--- src/hw/rtl/sgm_pkg.sv ---
package sgm_pkg;

    localparam int PIX_W          = 8;
    localparam int GRAD_W         = 11;
    localparam int MAG_W          = 11;
    localparam int WIDTH_FIELD_W  = 11;
    localparam int HEIGHT_FIELD_W = 13;
    localparam int CFG_DATA_W     = 13;
    localparam int CFG_INDEX_W    = 1;

    localparam int SQ_W   = 2 * GRAD_W - 2;
    localparam int SUM_W  = SQ_W + 1;
    localparam int ROOT_W = MAG_W;
    localparam int RAD_W  = 2 * ROOT_W;
    localparam int REM_W  = ROOT_W + 3;

    localparam logic [CFG_INDEX_W-1:0] REG_FRAME_WIDTH  = 1'b0;
    localparam logic [CFG_INDEX_W-1:0] REG_FRAME_HEIGHT = 1'b1;

    typedef logic [PIX_W-1:0]         pix_t;
    typedef logic signed [GRAD_W-1:0] grad_t;
    typedef logic [MAG_W-1:0]         mag_t;
    typedef logic [SQ_W-1:0]          sq_t;
    typedef logic [SUM_W-1:0]         sum_t;

    typedef struct packed {
        logic res_valid;
        logic frame_end;
        logic top;
        logic bottom;
        logic left;
        logic right;
    } ctrl_t;

    typedef struct packed {
        pix_t up;
        pix_t mid;
        pix_t pix;
    } column_t;

endpackage

--- src/hw/rtl/sgm_kernel.sv ---
module sgm_kernel (
    input  logic               clk,
    input  logic               rst_n,
    input  logic               adv,
    input  logic               item_valid,
    input  sgm_pkg::column_t   col,
    input  sgm_pkg::ctrl_t     ctrl,
    output logic               sum_valid,
    output sgm_pkg::sum_t      sum,
    output sgm_pkg::grad_t     sum_gx,
    output sgm_pkg::grad_t     sum_gy,
    output logic               sum_frame_end
);

    sgm_pkg::pix_t  win_reg [3][3];
    sgm_pkg::ctrl_t ctrl_c_reg;
    logic           vc_reg;

    sgm_pkg::grad_t s [3][3];
    sgm_pkg::grad_t gx;
    sgm_pkg::grad_t gy;

    logic           vd_reg;
    sgm_pkg::grad_t gx_d_reg;
    sgm_pkg::grad_t gy_d_reg;
    logic           fe_d_reg;

    logic signed [2*sgm_pkg::GRAD_W-1:0] px;
    logic signed [2*sgm_pkg::GRAD_W-1:0] py;

    logic           ve_reg;
    sgm_pkg::sq_t   sqx_e_reg;
    sgm_pkg::sq_t   sqy_e_reg;
    sgm_pkg::grad_t gx_e_reg;
    sgm_pkg::grad_t gy_e_reg;
    logic           fe_e_reg;

    logic           vf_reg;
    sgm_pkg::sum_t  sum_f_reg;
    sgm_pkg::grad_t gx_f_reg;
    sgm_pkg::grad_t gy_f_reg;
    logic           fe_f_reg;

    always_comb
    begin
        for (int r = 0; r < 3; r++)
        begin
            for (int k = 0; k < 3; k++)
            begin
                if ((r == 0 && ctrl_c_reg.top) || (r == 2 && ctrl_c_reg.bottom) ||
                    (k == 0 && ctrl_c_reg.left) || (k == 2 && ctrl_c_reg.right))
                begin
                    s[r][k] = '0;
                end
                else
                begin
                    s[r][k] = $signed({3'b000, win_reg[r][k]});
                end
            end
        end
        gx = (s[0][2] - s[0][0]) + ((s[1][2] - s[1][0]) <<< 1) + (s[2][2] - s[2][0]);
        gy = (s[2][0] - s[0][0]) + ((s[2][1] - s[0][1]) <<< 1) + (s[2][2] - s[0][2]);
        px = gx_d_reg * gx_d_reg;
        py = gy_d_reg * gy_d_reg;
    end

    always_ff @(posedge clk or negedge rst_n)
    begin
        if (!rst_n)
        begin
            for (int r = 0; r < 3; r++)
            begin
                for (int k = 0; k < 3; k++)
                begin
                    win_reg[r][k] <= '0;
                end
            end
            vc_reg <= 1'b0;
            vd_reg <= 1'b0;
            ve_reg <= 1'b0;
            vf_reg <= 1'b0;
        end
        else if (adv)
        begin
            if (item_valid)
            begin
                for (int r = 0; r < 3; r++)
                begin
                    win_reg[r][0] <= win_reg[r][1];
                    win_reg[r][1] <= win_reg[r][2];
                end
                win_reg[0][2] <= col.up;
                win_reg[1][2] <= col.mid;
                win_reg[2][2] <= col.pix;
            end
            vc_reg <= item_valid && ctrl.res_valid;
            vd_reg <= vc_reg;
            ve_reg <= vd_reg;
            vf_reg <= ve_reg;
        end
    end

    always_ff @(posedge clk)
    begin
        if (adv)
        begin
            ctrl_c_reg <= ctrl;
            gx_d_reg   <= gx;
            gy_d_reg   <= gy;
            fe_d_reg   <= ctrl_c_reg.frame_end;
            sqx_e_reg  <= px[sgm_pkg::SQ_W-1:0];
            sqy_e_reg  <= py[sgm_pkg::SQ_W-1:0];
            gx_e_reg   <= gx_d_reg;
            gy_e_reg   <= gy_d_reg;
            fe_e_reg   <= fe_d_reg;
            sum_f_reg  <= {1'b0, sqx_e_reg} + {1'b0, sqy_e_reg};
            gx_f_reg   <= gx_e_reg;
            gy_f_reg   <= gy_e_reg;
            fe_f_reg   <= fe_e_reg;
        end
    end

    assign sum_valid     = vf_reg;
    assign sum           = sum_f_reg;
    assign sum_gx        = gx_f_reg;
    assign sum_gy        = gy_f_reg;
    assign sum_frame_end = fe_f_reg;

endmodule

--- config.mk ---
export PLATFORM = sky130hd
export DESIGN_NAME = sgm_kernel
export DESIGN_NICKNAME = d
export VERILOG_FILES = /design/src/hw/rtl/sgm_pkg.sv /design/src/hw/rtl/sgm_kernel.sv
export SDC_FILE = /design/constraint.sdc
export NUM_CORES = 1
export LEC_CHECK = 0
export BUFFER_PORTS_ARGS = -buffer_cell sky130_fd_sc_hd__buf_2
export CAP_MARGIN = 20
export CORE_MARGIN = 1.5
export CORE_UTILIZATION = 30
export CTS_BUF_LIST = sky130_fd_sc_hd__clkbuf_8
export CTS_CLUSTER_DIAMETER = 30
export DETAILED_ROUTE_END_ITERATION = 12
export HOLD_SLACK_MARGIN = 0.12
export PLACE_DENSITY = 0.49
export REMOVE_ABC_BUFFERS = 1
export SLEW_MARGIN = 20
export SYNTH_ARGS = -nofsm -noshare
export SYNTH_HDL_FRONTEND = slang
export SYNTH_SLANG_ARGS = --single-unit
export TNS_END_PERCENT = 5
--- constraint.sdc ---
create_clock -name clk -period 7.3 [get_ports clk]
set_input_delay 0.73 -clock clk [delete_from_list [all_inputs] [get_ports clk]]
set_output_delay 0.73 -clock clk [all_outputs]
set_load 0.005 [all_outputs]
==> Word-level counts from Yosys, hierarchy flattened <==
Cells that the tools add are included.
{ "word_totals": {"inputBits": 34, "elab_cells": 57, "out_inout_bits": 45, "ff_bits": 211} }
{ "classes": {"n_addsub": 11, "muxes": 8, "n_reduce_logical": 6, "multipliers": 2} }
{ "ops": {"columns": ["cell", "n"], "rows": [
  ["two-way mux 8 bit", 8],
  ["subtractor 8 x 8 -> 9 bit", 6],
  ["multiplier 11 x 11 -> 20 bit", 2],
  ["adder 11 x 9 -> 11 bit", 2],
  ["adder 9 x 10 -> 11 bit", 2],
  ["adder 20 x 20 -> 21 bit", 1],
  ["logical OR 1 bit", 4],
  ["AND reduction 2 bit", 1],
  ["logical AND 1 bit", 1]
]} }

==> Depth between registers and ports, before layout <==
{ "depth": {"ltp_word": 5, "depth_mapped": 22, "mapped_depth_nobuf": 21} }

==> Worst setup path before layout <==
Ideal clock, no wire load.
{ "synth_path": {"path_type": "register -> register", "from": "reg gx_d_reg[2]", "to": "reg sqx_e_reg[19], data pin", "path_slack_ps": 1918, "n_path_buf": 1, "arrival_time_ps": 5122, "required_time_ps": 7040, "path_stages_with_launch": 21, "setup_ps": 260, "synth_period_minus_slack_ps": 5382, "cell_sequence": "edfxtp_1 clkbuf_1 nand2_1 fa_1 inv_1 fa_1 inv_1 fa_1 inv_1 fa_1 inv_1 fa_1 inv_1 ha_1 o21a_1 o21ai_1 o32ai_1 o41a_1 a221o_1 a21oi_2 xnor2_1"} }
{ "synth_via": {"elab_chain_len": 1} }
{ "synth_lines": {"columns": ["element", "line_no", "text"], "rows": [
  ["start: declaration", "sgm_kernel.sv:24", "sgm_pkg::grad_t gx_d_reg;"],
  ["start signal: assignment", "sgm_kernel.sv:108", "gx_d_reg <= gx;"],
  ["multiplier 11 x 11 -> 20 bit", "sgm_kernel.sv:63", "px = gx_d_reg * gx_d_reg;"],
  ["net px, one bit", "sgm_kernel.sv:28", "logic signed [2*sgm_pkg::GRAD_W-1:0] px;"],
  ["end signal: assignment", "sgm_kernel.sv:111", "sqx_e_reg <= px[sgm_pkg::SQ_W-1:0];"],
  ["end: declaration", "sgm_kernel.sv:32", "sgm_pkg::sq_t sqx_e_reg;"]
]} }
The timed path passes the listed nets, and every way through them passes these cells.
A chain may end at the register's enable or synchronous reset.

==> Worst setup path after layout <==
Same ends and word-level chain as after synthesis.

==> impl_metrics.tcl <==
set metrics [dict create \
    outcome "completed" \
    drc 0 \
    die-area_mm2 0.06296 \
    fin_setup_tns_ns 0 \
    dp_slack_ns 1.606 \
    rsz0062_at_grt "no" \
    vias_per_cell 4.452 \
    gp_congestion 0.8049 \
    antenna_found_initial 0 \
    synth-seq-cells 207 \
    fmaxAchievable_mhz 176.9 \
    fillers 6157 \
    final_nets 2205 \
    start_kind "register" \
    tritoncts "done" \
    max_slew.worst_pin.slew_ns 1.014 \
    io_pins 79 \
    synthTopCellsByArea "fa_1 23%, edfxtp_1 21%, ha_1 12%" \
    io_buffers 78 \
    yosysUniqueCellTypes 50 \
    grt_pass1_wl_mm 62.38 \
    synth_top_area_share 0.2312 \
    synth.most_common_cell "inv_1" \
    initial_utilization 0.3044 \
    diodes 0 \
    critical_path_class "register to register" \
    cts_root_buf "clkbuf_8" \
    netlist_top_cells_count "339 x inv_1, 213 x fa_1, 173 x ha_1, 131 x edfxtp_1, 99 x nand2_1" \
    wl_per_cell_um 14.18 \
    cts.repair.resized 0 \
    slew-limit-headroom 0.3237 \
    wl_mm 37.09 \
    drtIter0Drc 475 \
    overflow 0 \
    die_h_um 250.9 \
    largest_reg_flops 64 \
    syn-cell-area_mm2 0.01844 \
    synth_flop_cell "edfxtp_1" \
    gr-usage-all-layers 0.1231 \
    cts_sinks 207 \
    multi_input_area_mm2 0.01123 \
    grt_max_degree 73 \
    min_path_type "input port to register" \
    arrival_ns 6.02 \
    setup_violations 0 \
    rows 90 \
    fin_crit_sh 0.7745 \
    finalWorstPathRequiredPeriod_ns 5.654 \
    critPathCaptureType "register" \
    holdPathStages 1 \
    drt_pass1_iterations 5 \
    cts-buffers-inserted 59 \
    htree_num_levels 2 \
    async_flop_share 0.3671 \
    worst-r2r-cell-count 19 \
    cap_violations 0 \
    fin_ws_ns 1.646 \
    maxSlewViolCount 0 \
    drive_gt1_frac 0.1423 \
    fp.dieW_um 250.9 \
    critPathMaxFanout 16 \
    grt_pass1_vias 12536 \
    synth_edf_count 131 \
    core_region_area_mm2 0.06058 \
    finClkSkew_ns 0.02863 \
    postSynthCellCount 1672 \
    cts.path.max_buffers 3 \
    cp.required_ns 7.67 \
    synth_area_leader_cell "fa_1" \
    vias 11646 \
    hold_viol_final 0 \
    seqCellArea_mm2 0.005836 \
    antenna_left 0 \
    yosysWarnings 0 \
    insertion_delay_ns 0.64 \
    ys_seq_area_frac 0.3165 \
    areaGrowthSynthToFinish_pct 14.19 \
    path_clk_slew_ns 0.05 \
    place_hpwl_mm 29.28 \
    avgSynthCellArea_um2 11.03 \
]
[repair_timing]
action	4_1_cts	5_1_grt
hold buffers	1	0
buffers inserted	0	0
setup endpoints to repair	0	0
endpoints found under the hold margin	21	0
[worst paths after layout]
path,startpoint,to,slack (ns)
setup reg to reg,gx_d_reg[2],sqx_e_reg[19],1.65
max in group asynchronous,rst_n,s[46],5.72
hold reg to reg,gx_e_reg[4],sum_gx[4],0.41
hold / removal,ctrl[3],ctrl_c_reg[3],0.26
setup / recovery,gx_d_reg[2],sqx_e_reg[19],1.65
min in group asynchronous,rst_n,win_reg[50],0.53
[area by class of cell]
cell class              instances  area share
well taps                     782     0.04646
inverters                     339     0.06043
clock buffers                  63     0.04118
flip-flops and latches        207      0.2771
clock inverters                47     0.02115
repair buffers                 82     0.02050
multi-input cells            1096      0.5332
[through the flow]
stage | hold slack, ns | util | cells | cell area, um2
after CTS | 0.1954 | 0.3476 | 2616 | 21060
after global routing | 0.2084 | 0.3476 | 2616 | 21060
after global placement | 0.4010 | 0.3258 | 2505 | 19740
after detailed placement | 0.4045 | 0.3258 | 2505 | 19740
after floorplan | 0.4003 | - | 1642 | 18330
final | 0.2645 | 0.3476 | 2616 | 21060
[worst max-delay path, cell delays in order, from the launching register on]
cell	delay (ns)
edfxtp_1	0.69
nand2_1	0.15
fa_1	0.56
inv_1	0.06
fa_1	0.50
inv_1	0.05
fa_1	0.47
inv_1	0.05
fa_1	0.53
inv_1	0.05
fa_1	0.53
inv_1	0.04
ha_1	0.34
o21a_1	0.12
o21ai_1	0.15
o32ai_1	0.15
o41a_1	0.39
a221o_1	0.33
a21oi_2	0.15
xnor2_1	0.08
[per-layer routing]
metal,vias to the layer above,global-route usage,part of all wire
met5,-,0,0
met4,0,0.03683,0.022
met3,58,0.02299,0.041
met2,198,0.2121,0.49
met1,5755,0.1567,0.45
li1,5635,-,-
[placed cells by master, fill, tap and decap left out, types with 3 or more instances in the layout]
cell type	count
a21o_1	40
a21boi_0	7
xnor2_1	91
clkbuf_8	63
o21ai_1	3
and3_1	7
o31a_1	4
buf_2	76
xor2_1	25
o21ai_0	37
nand2b_1	30
nand2_1	98
edfxtp_1	131
a21oi_1	58
bufinv_16	8
o21bai_1	11
a211oi_1	4
nor4_1	4
mux2_2	75
ha_1	173
clkinv_1	6
clkinv_2	18
a221o_1	3
nand4_1	4
o21a_1	13
nor2b_1	46
clkinvlp_4	5
nor2_1	48
dfrtp_1	76
nor3_1	5
a31oi_1	4
buf_4	4
and2_1	61
fa_1	213
nand3_1	3
inv_1	347
[cells by family after synthesis]
group | count (synthesis) | share of synthesized area
buf+inv | 369 | 0.07511
simple gates | 316 | 0.08719
compound gates | 201 | 0.07063
fa+ha+maj | 386 | 0.3486
flops | 207 | 0.3165
mux | 77 | 0.04689
xor+xnor | 116 | 0.05510
Power is not shown: default switching activity piles up to over one toggle a cycle in this logic, so the estimate is an artifact.
