## src/hw/rtl/sgm_pkg.sv

```systemverilog
package sgm_pkg;

    localparam int PIX_W          = 8;
    localparam int GRAD_W         = 11;
    localparam int MAG_W          = 11;
    localparam int WIDTH_FIELD_W  = 11;
    localparam int HEIGHT_FIELD_W = 13;
    localparam int CFG_DATA_W     = 13;
    localparam int CFG_INDEX_W    = 1;

    localparam int SQ_W   = 2 * GRAD_W - 2;
    localparam int SUM_W  = SQ_W + 1;
    localparam int ROOT_W = MAG_W;
    localparam int RAD_W  = 2 * ROOT_W;
    localparam int REM_W  = ROOT_W + 3;

    localparam logic [CFG_INDEX_W-1:0] REG_FRAME_WIDTH  = 1'b0;
    localparam logic [CFG_INDEX_W-1:0] REG_FRAME_HEIGHT = 1'b1;

    typedef logic [PIX_W-1:0]         pix_t;
    typedef logic signed [GRAD_W-1:0] grad_t;
    typedef logic [MAG_W-1:0]         mag_t;
    typedef logic [SQ_W-1:0]          sq_t;
    typedef logic [SUM_W-1:0]         sum_t;

    typedef struct packed {
        logic res_valid;
        logic frame_end;
        logic top;
        logic bottom;
        logic left;
        logic right;
    } ctrl_t;

    typedef struct packed {
        pix_t up;
        pix_t mid;
        pix_t pix;
    } column_t;

endpackage

```

## src/hw/rtl/sgm_isqrt.sv

```systemverilog
module sgm_isqrt (
    input  logic              clk,
    input  logic              rst_n,
    input  logic              adv,
    input  logic              in_valid,
    input  sgm_pkg::sum_t     in_sum,
    input  sgm_pkg::grad_t    in_gx,
    input  sgm_pkg::grad_t    in_gy,
    input  logic              in_frame_end,
    output logic              res_valid,
    output sgm_pkg::mag_t     res_mag,
    output sgm_pkg::grad_t    res_gx,
    output sgm_pkg::grad_t    res_gy,
    output logic              res_frame_end
);

    localparam int N = sgm_pkg::ROOT_W;

    logic                          valid_reg [N];
    logic [sgm_pkg::RAD_W-1:0]     rad_reg [N];
    logic [sgm_pkg::REM_W-1:0]     rem_reg [N];
    logic [sgm_pkg::ROOT_W-1:0]    root_reg [N];
    sgm_pkg::grad_t                gx_reg [N];
    sgm_pkg::grad_t                gy_reg [N];
    logic                          fe_reg [N];

    logic                          v_in [N];
    logic [sgm_pkg::RAD_W-1:0]     rad_in [N];
    logic [sgm_pkg::REM_W-1:0]     rem_in [N];
    logic [sgm_pkg::ROOT_W-1:0]    root_in [N];
    sgm_pkg::grad_t                gx_in [N];
    sgm_pkg::grad_t                gy_in [N];
    logic                          fe_in [N];

    logic [sgm_pkg::REM_W-1:0]     rem_t [N];
    logic [sgm_pkg::REM_W-1:0]     trial [N];
    logic [sgm_pkg::RAD_W-1:0]     rad_next [N];
    logic [sgm_pkg::REM_W-1:0]     rem_next [N];
    logic [sgm_pkg::ROOT_W-1:0]    root_next [N];

    always_comb
    begin
        v_in[0]    = in_valid;
        rad_in[0]  = {1'b0, in_sum};
        rem_in[0]  = '0;
        root_in[0] = '0;
        gx_in[0]   = in_gx;
        gy_in[0]   = in_gy;
        fe_in[0]   = in_frame_end;
        for (int k = 1; k < N; k++)
        begin
            v_in[k]    = valid_reg[k-1];
            rad_in[k]  = rad_reg[k-1];
            rem_in[k]  = rem_reg[k-1];
            root_in[k] = root_reg[k-1];
            gx_in[k]   = gx_reg[k-1];
            gy_in[k]   = gy_reg[k-1];
            fe_in[k]   = fe_reg[k-1];
        end
        for (int k = 0; k < N; k++)
        begin
            rem_t[k]    = {rem_in[k][sgm_pkg::REM_W-3:0], rad_in[k][sgm_pkg::RAD_W-1 -: 2]};
            trial[k]    = {1'b0, root_in[k], 2'b01};
            rad_next[k] = {rad_in[k][sgm_pkg::RAD_W-3:0], 2'b00};
            if (rem_t[k] >= trial[k])
            begin
                rem_next[k]  = rem_t[k] - trial[k];
                root_next[k] = {root_in[k][sgm_pkg::ROOT_W-2:0], 1'b1};
            end
            else
            begin
                rem_next[k]  = rem_t[k];
                root_next[k] = {root_in[k][sgm_pkg::ROOT_W-2:0], 1'b0};
            end
        end
    end

    always_ff @(posedge clk or negedge rst_n)
    begin
        if (!rst_n)
        begin
            for (int k = 0; k < N; k++)
            begin
                valid_reg[k] <= 1'b0;
            end
        end
        else if (adv)
        begin
            for (int k = 0; k < N; k++)
            begin
                valid_reg[k] <= v_in[k];
            end
        end
    end

    always_ff @(posedge clk)
    begin
        if (adv)
        begin
            for (int k = 0; k < N; k++)
            begin
                rad_reg[k]  <= rad_next[k];
                rem_reg[k]  <= rem_next[k];
                root_reg[k] <= root_next[k];
                gx_reg[k]   <= gx_in[k];
                gy_reg[k]   <= gy_in[k];
                fe_reg[k]   <= fe_in[k];
            end
        end
    end

    assign res_valid     = valid_reg[N-1];
    assign res_mag       = root_reg[N-1];
    assign res_gx        = gx_reg[N-1];
    assign res_gy        = gy_reg[N-1];
    assign res_frame_end = fe_reg[N-1];

    a_root_exact: assert property (@(posedge clk) disable iff (!rst_n)
        res_valid |->
            (int'(res_mag) * int'(res_mag) <=
                 int'(res_gx) * int'(res_gx) + int'(res_gy) * int'(res_gy)) &&
            ((int'(res_mag) + 1) * (int'(res_mag) + 1) >
                 int'(res_gx) * int'(res_gx) + int'(res_gy) * int'(res_gy)))
        else $error("magnitude is not the floor root of the squared gradients");

endmodule

```

## config.mk

```make
export PLATFORM = sky130hd
export DESIGN_NAME = sgm_isqrt
export DESIGN_NICKNAME = d
export VERILOG_FILES = /design/src/hw/rtl/sgm_pkg.sv /design/src/hw/rtl/sgm_isqrt.sv
export SDC_FILE = /design/constraint.sdc
export NUM_CORES = 1
export LEC_CHECK = 0
export ABC_AREA = 1
export CAP_MARGIN = 30
export CELL_PAD_IN_SITES_DETAIL_PLACEMENT = 1
export CELL_PAD_IN_SITES_GLOBAL_PLACEMENT = 1
export CORE_ASPECT_RATIO = 0.6
export CORE_MARGIN = 2
export CORE_UTILIZATION = 56
export CTS_BUF_LIST = sky130_fd_sc_hd__clkbuf_16
export CTS_CLUSTER_DIAMETER = 40
export DETAILED_ROUTE_END_ITERATION = 8
export DONT_BUFFER_PORTS = 1
export GPL_TIMING_DRIVEN = 0
export HOLD_SLACK_MARGIN = 0.06
export PLACE_DENSITY_LB_ADDON = 0.1
export SYNTH_ARGS = -nofsm -noshare
export SYNTH_HDL_FRONTEND = slang
export SYNTH_SLANG_ARGS = --single-unit
export TNS_END_PERCENT = 20
```

## constraint.sdc

```tcl
create_clock -name clk -period 4.8 [get_ports clk]
set_clock_uncertainty 0.2 [all_clocks]
set_input_delay 0.96 -clock clk [delete_from_list [all_inputs] [get_ports clk]]
set_output_delay 0.96 -clock clk [all_outputs]
set_load 0.1 [all_outputs]
```

-- Yosys cells after proc, flatten, opt, wreduce, memory -nomap -nowiden
Memories as Yosys holds them, arrays and structs flattened.
Cells that the tools add are included.
- input bits: 48
- bits in writable memories: 748
- bits in registers: 11
- output and inout bits: 35
- memories: 6
- word-level logic and storage cells: 63
- memories (name ; words ; bits a word ; read ports ; clocked after Yosys merged registers in ; write ports ; RTL line ; text):
    rad_reg ; 11 ; 20 ; 10 ; 0 ; 11 ; sgm_isqrt.sv:20 ; logic [sgm_pkg::RAD_W-1:0] rad_reg [N];
    rem_reg ; 11 ; 14 ; 10 ; 0 ; 11 ; sgm_isqrt.sv:21 ; logic [sgm_pkg::REM_W-1:0] rem_reg [N];
    gx_reg ; 11 ; 11 ; 11 ; 0 ; 11 ; sgm_isqrt.sv:23 ; sgm_pkg::grad_t gx_reg [N];
    gy_reg ; 11 ; 11 ; 11 ; 0 ; 11 ; sgm_isqrt.sv:24 ; sgm_pkg::grad_t gy_reg [N];
    root_reg ; 11 ; 11 ; 11 ; 0 ; 11 ; sgm_isqrt.sv:22 ; logic [sgm_pkg::ROOT_W-1:0] root_reg [N];
    fe_reg ; 11 ; 1 ; 11 ; 0 ; 11 ; sgm_isqrt.sv:25 ; logic fe_reg [N];
- order comparisons: 11
- $add $sub $neg: 11
- mux-type cells: 24
- operators with widths (kind ; number):
    $mux 14 ; 11
    $ge 14x13->1 ; 10
    $sub 14x13->14 ; 10
    $mux 1 ; 13
    $sub 1x1->2 const B ; 1
    $ge 1x1->1 const B ; 1

-- Depth between registers and ports, before layout
Gate-level depths: netlist of run 1.
An unclocked memory read counts as a cell.
- depth after elaboration: 3
- depth in mapped cells: 13
- mapped depth without buffers: 12

-- Least setup slack after synthesis of run 1
Ideal clock, no wire load.
- path type: register to output
- start point: mem fe_reg[10]
- end point: out res_frame_end
- data required time: 3640 ps
- buffers on the path: 0
- cell stages (with the launch flop): 1
- arrival: 904 ps
- path slack: 2736 ps
- cell sequence: edfxtp_1
- RTL lines (item ; RTL line ; text):
    start: declaration ; sgm_isqrt.sv:25 ;
    end: declaration ; sgm_isqrt.sv:14 ; output logic res_frame_end

==> flow_summary.json, run 1 <==
{
  "die_w_um": 262,
  "drtAntennaViolNets": 0,
  "cts_setup_buffers": 0,
  "path_class": "flip-flop to primary output",
  "cp.depth": 0,
  "syn_nets": 1863,
  "avgViaCountPerCell": 5.25,
  "coreArea_um2": 39200,
  "dp.final_hpwl_mm": 31.1,
  "cts_sinks": 547,
  "drc": 0,
  "gp_congestion": 0.875,
  "start_util_pct": 57.0,
  "cts_buffers": 51,
  "period_minus_slack_ns": 2.73,
  "syn_avg_cell_area_um2": 12.8,
  "yosysSeqAreaShare_pct": 73.2,
  "hold_viol_final": 0,
  "post-route-cell-area_um2": 24700,
  "wl_mm": 44.8,
  "ys.warnings.count": 0,
  "slew_viol_final": 0,
  "dp_cells": 2262,
  "min_path_cells": 0,
  "netlist_area_um2": 22400,
  "stdcell_count": 2358,
  "cts.path.max_buffers": 3,
  "synthesis.instances": 1740,
  "ir_drop_uv": 424,
  "rsz0062_at_grt": "false",
  "vias": 12383,
  "ys_seq_elements": 547,
  "root_buffer": "clkbuf_16",
  "ios": 83,
  "crit_required_ns": 3.64,
  "design.die.area_um2": 41600,
  "finalCritPeriodShare_pct": 56.9,
  "nNetsFinal": 1917,
  "hold_path.class": "flip-flop to flip-flop",
  "fin_setup_tns_ns": 0,
  "num_rows": 56,
  "r2r_cells": 11,
  "maxSlewHeadroom_pct": 20.6,
  "first_pass_iters": 5,
  "drive_gt1_share_pct": 7.85,
  "grt_pass1_vias": 13001,
  "grt_usage_pct": 22.1,
  "powerDensity_nw_per_um2": 448,
  "tritoncts": "built",
  "worstMarginPinSlew_ns": 1.19,
  "dpl_cell_area_um2": 23000,
  "htreeDepth": 2,
  "endpoint_kind": "primary output",
  "p_leak_uw": 0.0101,
  "post_cts_resized": 0,
  "outcome": "finished, final reports clean",
  "synth_cell_types": 41,
  "critPathMaxFanout": 1,
  "insertion_delay_ns": 0.59,
  "max_cap_violations": 0,
  "die_y_um": 159,
  "drt_iter0_drc": 951,
  "layout_commonest_cell": "edfxtp_1",
  "mostFrequentLayoutCells": "536 x edfxtp_1, 457 x nand2_1, 242 x inv_1",
  "areaGrowthSynthToFinish_pct": 10.4,
  "clkTransAtPathRegs_ns": 0.07,
  "reg2reg_slack_ns": 2.24,
  "fmax_ghz": 0.366,
  "gr-total-overflow": 0,
  "wire_per_inst_um": 19.0,
  "setup_viol": 0,
  "arrival_ns": 1.57,
  "cts_hold_buf": 1,
  "antenna_found_initial": 2,
  "numPortBuffers": 0,
  "grt_max_degree": 540,
  "grt_pass1_wl_mm": 70.5,
  "startpoint_type": "flip-flop"
}
-- worst paths after layout --
| kind | startpoint | end |
|---|---|---|
| min in group asynchronous | rst_n | v_in[4] |
| setup / recovery | gy_reg[10][4] | res_gy[4] |
| setup reg to reg | root_reg[7][1] | rem_reg[8][9] |
| hold reg to reg | gy_reg[1][4] | gy_reg[2][4] |
| max in group asynchronous | rst_n | res_valid |
| hold / removal | gy_reg[1][4] | gy_reg[2][4] |
-- worst reg2reg max path, cell delays in order (launching register included) --
cell,delay [ns]
edfxtp_1,0.38
inv_1,0.05
ha_1,0.37
nand2_1,0.16
nor2_1,0.32
nand2_1,0.17
nand2_1,0.10
nor2_1,0.05
nand2_2,0.19
inv_2,0.17
nand2_1,0.11
nand2_1,0.05
-- where the power goes --
group          switching (uW)  internal, uW  total [uW]
Sequential                318          5710        6030
Clock                    1780          2170        3950
Combinational             703           359        1060
Total                    2800          8250       11000
-- cell type report --
type / count / area (um^2)
antenna: 1 / 2.50
buffer: 11 / 106
clock buffer: 52 / 1300
clock inverter: 42 / 358
fill: 3807 / 14600
inverter: 243 / 912
multi-input combinational: 939 / 4960
sequential: 547 / 16400
tap: 522 / 653
timing repair buffer: 1 / 10.0
-- cells in the mapped netlist (all sizes together) --
library cell / instances / area share (%)
a21boi: 1 / 0.050
a21oi: 56 / 1.4
and2: 3 / 0.084
buf: 8 / 0.42
clkbuf: 3 / 0.056
clkinv: 1 / 0.017
conb: 1 / 0.017
dfrtp: 11 / 1.2
edfxtp: 536 / 72
ha: 75 / 4.2
inv: 242 / 4.1
mux2: 1 / 0.050
nand2: 479 / 8.3
nand3: 82 / 2.0
nand3b: 15 / 0.50
nand4: 21 / 0.59
nor2: 98 / 1.8
nor3: 15 / 0.44
nor3b: 1 / 0.034
o211ai: 2 / 0.067
o21a: 1 / 0.034
o21ai: 44 / 1.0
o21bai: 2 / 0.067
or2: 7 / 0.20
xnor2: 8 / 0.31
xor2: 27 / 1.1
-- metrics by stage --
step           power [uW]  worst slack, ns  hold slack, ns  util (%)
2_1_floorplan        6800             2.74           0.200         -
3_3_place_gp         7070             2.39           0.200      58.6
3_5_place_dp         7170             2.32           0.206      58.6
4_1_cts             11100             2.02           0.213      62.9
5_1_grt             11500             2.02           0.221      62.9
6_report            11000             2.07           0.211      62.9
-- layer usage --
| layer | vias up | global-route usage, % | wire (um) |
|---|---|---|---|
| met3 | 73 | 3.94 | 2050 |
| met5 | - | 0 | 13 |
| met2 | 249 | 34.4 | 20200 |
| met1 | 6040 | 32.8 | 21800 |
| met4 | 2 | 4.96 | 781 |
| li1 | 6019 | - | - |
-- kinds of logic after synthesis --
family	count (synthesis)	synth area share [%]
simple gates	721	14.0
fa+ha+maj	75	4.20
xor+xnor	35	1.37
flops	547	73.2
buf+inv	254	4.56
compound gates	106	2.59
mux	1	0.0504
other cells	1	0.0168
No activity file was read; power rests on OpenSTA's default activity.
==> run 2: changes to the inputs <==
- ABC_AREA: 1 -> 0
- CORE_UTILIZATION: 56 -> 54
- clock period: 4.8 -> 2.71 ns (I/O delays scaled with it)
==> flow_summary.json, run 2 <==
{
  "cts_hold_buf": 47,
  "r2r_start": "rem_reg[8][5]",
  "synthTopCellsByArea": "edfxtp_1 77%, ha_1 4.5%, xnor2_1 1.8%",
  "pwr-share-seq_pct": 54.7,
  "hold_path.class": "input pin to flip-flop",
  "powerDensity_nw_per_um2": 816,
  "reg2reg_slack_ns": 0.007,
  "vias": 10410,
  "antenna_found_initial": 0,
  "seqCellArea_um2": 16400,
  "crit_start": "rem_reg[8][5]",
  "period_minus_slack_ns": 2.70,
  "dp.final_hpwl_mm": 23.2,
  "synth.top_cell.area_share_pct": 77.2,
  "design.die.area_um2": 40300,
  "r2r_cells": 8,
  "p_leak_uw": 0.00883,
  "hold_viol_final": 39,
  "cts.path.max_buffers": 3,
  "ir_drop_uv": 870,
  "cts_buffers": 52,
  "ios": 83,
  "root_buffer": "clkbuf_16",
  "numPortBuffers": 0,
  "coreArea_um2": 37800,
  "drc": 0,
  "violations": "negative hold slack",
  "synth_cell_types": 63,
  "min_path_cells": 0,
  "net-switching-power_uw": 4790,
  "wl_mm": 38.9,
  "yosysSeqAreaShare_pct": 78.5,
  "fill_cells": 3283,
  "areaGrowthSynthToFinish_pct": 16.5,
  "mostFrequentLayoutCells": "536 x edfxtp_1, 92 x inv_1, 63 x ha_1",
  "preCtsSetupSlack_ns": -0.507,
  "cts_sinks": 547,
  "wire_per_inst_um": 20.3,
  "arrival_ns": 2.82,
  "synth_top_family_by_area": "simple AND/OR/NAND/NOR gates",
  "synthSimpleGateAreaFrac_pct": 5.61,
  "layout_commonest_cell": "edfxtp_1",
  "grt_max_degree": 539,
  "dp_cells": 1735,
  "r2r-end": "rem_reg[9][3]",
  "startpoint_type": "flip-flop",
  "endpoint_kind": "flip-flop",
  "gp_congestion": 0.835,
  "clkTransAtPathRegs_ns": 0.07,
  "num_rows": 55,
  "nNetsFinal": 1481,
  "synth_mux_area_share_pct": 1.28,
  "drtAntennaViolNets": 0,
  "maxSlewHeadroom_pct": 11.1,
  "synth-adder-area-share_pct": 4.50,
  "ys_seq_elements": 547,
  "die_w_um": 258,
  "grt_pass1_wl_mm": 58.6,
  "gr-total-overflow": 0,
  "clkPwrFrac_pct": 36.1,
  "synth_compound_area_share_pct": 5.35,
  "synthesis.instances": 1222,
  "grt_pass1_vias": 10469,
  "synth_top_area_cell": "edfxtp_1",
  "post-synth-top-count-cell": "edfxtp_1",
  "finalCritPeriodShare_pct": 99.7,
  "syn_avg_cell_area_um2": 17.1,
  "endpoint": "rem_reg[9][3]",
  "drive_gt1_share_pct": 13.8,
  "ys.warnings.count": 0,
  "outcome": "finished with violations",
  "synth_ff_type": "edfxtp_1",
  "comb_power_share_pct": 9.3,
  "avgViaCountPerCell": 5.44,
  "fmax_ghz": 0.370,
  "multiInputGateArea_um2": 4350,
  "start_util_pct": 55.1,
  "critPathMaxFanout": 6,
  "stdcell_count": 1913,
  "htreeDepth": 2,
  "ys_async_sr_fraction_pct": 2.01,
  "hold_ws_ns": -0.131,
  "path_class": "flip-flop to flip-flop",
  "setup_viol": 0,
  "netlist_area_um2": 20900,
  "insertion_delay_ns": 0.59,
  "max_cap_violations": 0,
  "switching_share_pct": 24.2,
  "grt_usage_pct": 19.0,
  "rsz0062_at_grt": "true",
  "worstMarginPinSlew_ns": 1.33,
  "setup_ws_ns": 0.00742,
  "drt_iter0_drc": 828,
  "synth_edf_count": 536,
  "slew_viol_final": 0,
  "crit_required_ns": 2.83,
  "post_synth_xor_area_fraction_pct": 2.86,
  "first_pass_iters": 5,
  "diodes": 0,
  "syn_nets": 1345,
  "intPower_uw": 15000,
  "ys_top_cells_by_count": "536 x edfxtp_1, 87 x inv_1, 75 x ha_1, 65 x o21ai_0, 59 x nand2_1",
  "die_y_um": 156,
  "tritoncts": "built"
}
==> run 2: logic make-up (layout without fill, tap and decap cells) <==
| kind of cell | count (synthesis) | after routing |
|---|---|---|
| compound gates | 177 | 177 |
| fa+ha+maj | 75 | 75 |
| flops | 547 | 547 |
| simple gates | 228 | 228 |
| mux | 24 | 24 |
| buf+inv | 102 | 280 |
| xor+xnor | 68 | 68 |
| other cells | 1 | 1 |
==> run 2: power groups by stage <==
stage | Sequential [uW] | Combinational (uW) | Clock (uW)
global placement | 10900 | 1400 | 0
global route | 10900 | 2030 | 7580
floorplan | 10800 | 1130 | 0
detailed placement | 11000 | 1500 | 0
finish | 10800 | 1830 | 7150
CTS | 10800 | 1670 | 7270
==> run 2: repair_timing <==
action / CTS / global route
endpoints found under the setup margin: 55 / 68
pin swaps: 7 / 16
setup buffers: 9 / 23
resized for setup: 40 / 39
gates cloned: 0 / 3
hold endpoints to repair: 512 / 105
==> run 2: through the flow <==
| step | hold WS, ns | cell area, um^2 | setup TNS [ns] | util [%] | total power [uW] |
|---|---|---|---|---|---|
| after floorplan | 0.0464 | 20900 | 0 | - | 12000 |
| after global placement | 0.0467 | 21500 | -5.78 | 56.8 | 12300 |
| after detailed placement | 0.0467 | 21500 | -10.51 | 56.8 | 12500 |
| after CTS | -0.140 | 23900 | -0.0462 | 63.1 | 19800 |
| after global routing | -0.165 | 24300 | -0.603 | 64.2 | 20500 |
| final | -0.131 | 24300 | 0 | 64.2 | 19800 |
==> run 2: final cells by class <==
| class | instances | share of cell area, % |
|---|---|---|
| buffer | 11 | 0.397 |
| clock buffer | 53 | 5.46 |
| clock inverter | 43 | 1.51 |
| inverter | 90 | 1.42 |
| multi-input combinational | 573 | 17.9 |
| sequential | 547 | 67.4 |
| tap | 513 | 2.64 |
| timing repair buffer | 83 | 3.27 |
==> run 2: routing by layer <==
layer,up-vias,global-route usage (%),part of all wire (%)
met5,-,0,0
met4,0,4.43,1.7
met3,51,3.98,5.0
met2,221,29.5,45
met1,5244,28.0,48
li1,4894,-,-
==> run 2: worst min path at each step <==
stage,from,to,slack (ns)
6_report,adv,gx_reg[0][1],-0.13
3_3_place_gp,rst_n,res_valid,0.05
5_1_grt,adv,gx_reg[0][1],-0.16
4_1_cts,adv,gx_reg[0][1],-0.14
3_5_place_dp,rst_n,res_valid,0.05
2_1_floorplan,rst_n,res_valid,0.05
==> run 2: critical path, cell delays in order (launching register included) <==
cell	delay, ns
edfxtp_1	0.42
ha_2	0.36
a21oi_1	0.21
o21ai_2	0.13
a2111oi_4	0.42
o41a_1	0.24
buf_6	0.14
clkbuf_4	0.21
o21ai_0	0.11
==> run 3: changes to the inputs <==
- CORE_ASPECT_RATIO: 0.6 -> 2
- GPL_TIMING_DRIVEN: 0 -> default
==> flow_summary.json, run 3 (same netlist as run 2, synthesis figures left out) <==
{
  "outcome": "finished with violations",
  "violations": "negative hold slack, max-slew violations",
  "tritoncts": "built",
  "slew_viol_final": 326,
  "die_y_um": 282,
  "arrival_ns": 2.95,
  "num_rows": 101,
  "post-route-cell-area_um2": 24400,
  "powerDensity_nw_per_um2": 809,
  "cpMaxStageDelayCell": "mux2_2",
  "p_leak_uw": 0.00897,
  "nNetsFinal": 1526,
  "endpoint": "v_in[8]",
  "worstMarginPinSlew_ns": 2.25,
  "antenna_found_initial": 0,
  "avgViaCountPerCell": 5.32,
  "areaGrowthSynthToFinish_pct": 16.8,
  "dp.final_hpwl_mm": 24.7,
  "ios": 83,
  "diodes": 0,
  "coreArea_um2": 38000,
  "crit_family": "multiplexers",
  "rsz0062_at_grt": "false",
  "first_pass_iters": 4,
  "top_layer": "met4",
  "preCtsSetupSlack_ns": -0.0686,
  "ir_drop_uv": 735,
  "vias": 10410,
  "startpoint_type": "input pin",
  "setup_ws_ns": 0.0184,
  "drive_gt1_share_pct": 13.8,
  "critPathMaxFanout": 547,
  "r2r_cells": 6,
  "gr-total-overflow": 0,
  "critPathMaxStageDelay_ns": 0.85,
  "max_cap_violations": 0,
  "switching_share_pct": 23.2,
  "mostFrequentLayoutCells": "536 x edfxtp_1, 98 x inv_1, 85 x buf_4",
  "r2r_start": "rem_reg[6][0]",
  "layout_commonest_cell": "edfxtp_1",
  "endpoint_kind": "flip-flop",
  "fin_setup_tns_ns": 0,
  "htreeDepth": 2,
  "clkTransAtPathRegs_ns": 0.07,
  "hold_ws_ns": -0.105,
  "cts_buffers": 49,
  "wl_met1_mm": 11.6,
  "wl_mm": 38.0,
  "fill_cells": 3315,
  "seqCellArea_um2": 16400,
  "grt_max_degree": 548,
  "crit_start": "adv",
  "design.die.area_um2": 40300,
  "cts_hold_buf": 57,
  "root_buffer": "clkbuf_16",
  "maxSlewHeadroom_pct": -50.1,
  "met3_length_um": 942,
  "cp.buffers_inverters": 1,
  "finalCritPeriodShare_pct": 99.3,
  "crit_required_ns": 2.97,
  "drt_iter0_drc": 466,
  "grt_pass1_wl_mm": 58.2,
  "wire_per_inst_um": 19.5,
  "reg2reg_slack_ns": 0.08,
  "cts.path.max_buffers": 3,
  "comb_power_share_pct": 10.3,
  "cp.depth": 2,
  "crit_chain": "mux2_2 -> dlygate4sd3_1",
  "path_class": "input pin to flip-flop",
  "start_util_pct": 54.8,
  "grt_pass1_vias": 11400,
  "net-switching-power_uw": 4570,
  "numPortBuffers": 0,
  "die_w_um": 143,
  "grt_usage_pct": 19.3,
  "pwr-share-seq_pct": 54.0,
  "setup_viol": 0,
  "met2_length_mm": 23.5,
  "clkPwrFrac_pct": 35.7,
  "min_path_cells": 0,
  "intPower_uw": 15100,
  "drtAntennaViolNets": 0,
  "dpl_cell_area_um2": 22100,
  "period_minus_slack_ns": 2.69,
  "drc": 0,
  "hold_path.class": "input pin to flip-flop",
  "gp_congestion": 0.897,
  "multiInputGateArea_um2": 4140,
  "fmax_ghz": 0.372,
  "cts_sinks": 547,
  "hold_viol_final": 7,
  "r2r-end": "rem_reg[7][4]",
  "insertion_delay_ns": 0.58
}
## run 3: layout make-up
class / instances / share of cell area [%]
clock buffer: 49 / 5.03
clock inverter: 39 / 1.76
inverter: 90 / 1.39
multi-input combinational: 573 / 17.0
sequential: 547 / 67.2
tap: 515 / 2.65
timing repair buffer: 142 / 4.96
## run 3: routing by layer
| metal | GRT usage, % | vias to the layer above |
|---|---|---|
| met4 | 10.6 | 0 |
| met5 | 0 | - |
| met2 | 41.0 | 191 |
| met3 | 2.48 | 100 |
| met1 | 16.0 | 5159 |
| li1 | - | 4960 |
## run 3: power groups by stage
stage	sequential, uW	clock, uW	combinational, uW
floorplan	10800	0	1130
finish	10600	7030	2040
global route	10700	7450	2220
global placement	10700	0	1790
CTS	10600	7150	2020
detailed placement	10800	0	1870
## run 3: metrics by stage
| stage | total power, uW | utilization [%] | cells |
|---|---|---|---|
| final | 19700 | 64.0 | 1955 |
| after floorplan | 12000 | - | 1222 |
| after global routing | 20400 | 64.0 | 1955 |
| after CTS | 19800 | 63.9 | 1954 |
| after global placement | 12500 | 58.0 | 1809 |
| after detailed placement | 12600 | 58.0 | 1809 |
## run 3: how the worst min path moves through the flow
stage | from | endpoint | slack (ns)
6_report | adv | gx_reg[1][0] | -0.10
3_3_place_gp | rst_n | v_in[9] | 0.05
4_1_cts | adv | gx_reg[1][0] | -0.12
5_1_grt | adv | gx_reg[0][0] | -0.15
3_5_place_dp | rst_n | v_in[7] | 0.05
2_1_floorplan | rst_n | res_valid | 0.05
## run 3: what timing repair did
action,4_1_cts,5_1_grt
endpoints found under the hold margin,577,147
endpoints found under the setup margin,14,25
buffers inserted,0,1
pin swaps,0,1
resized for setup,3,14
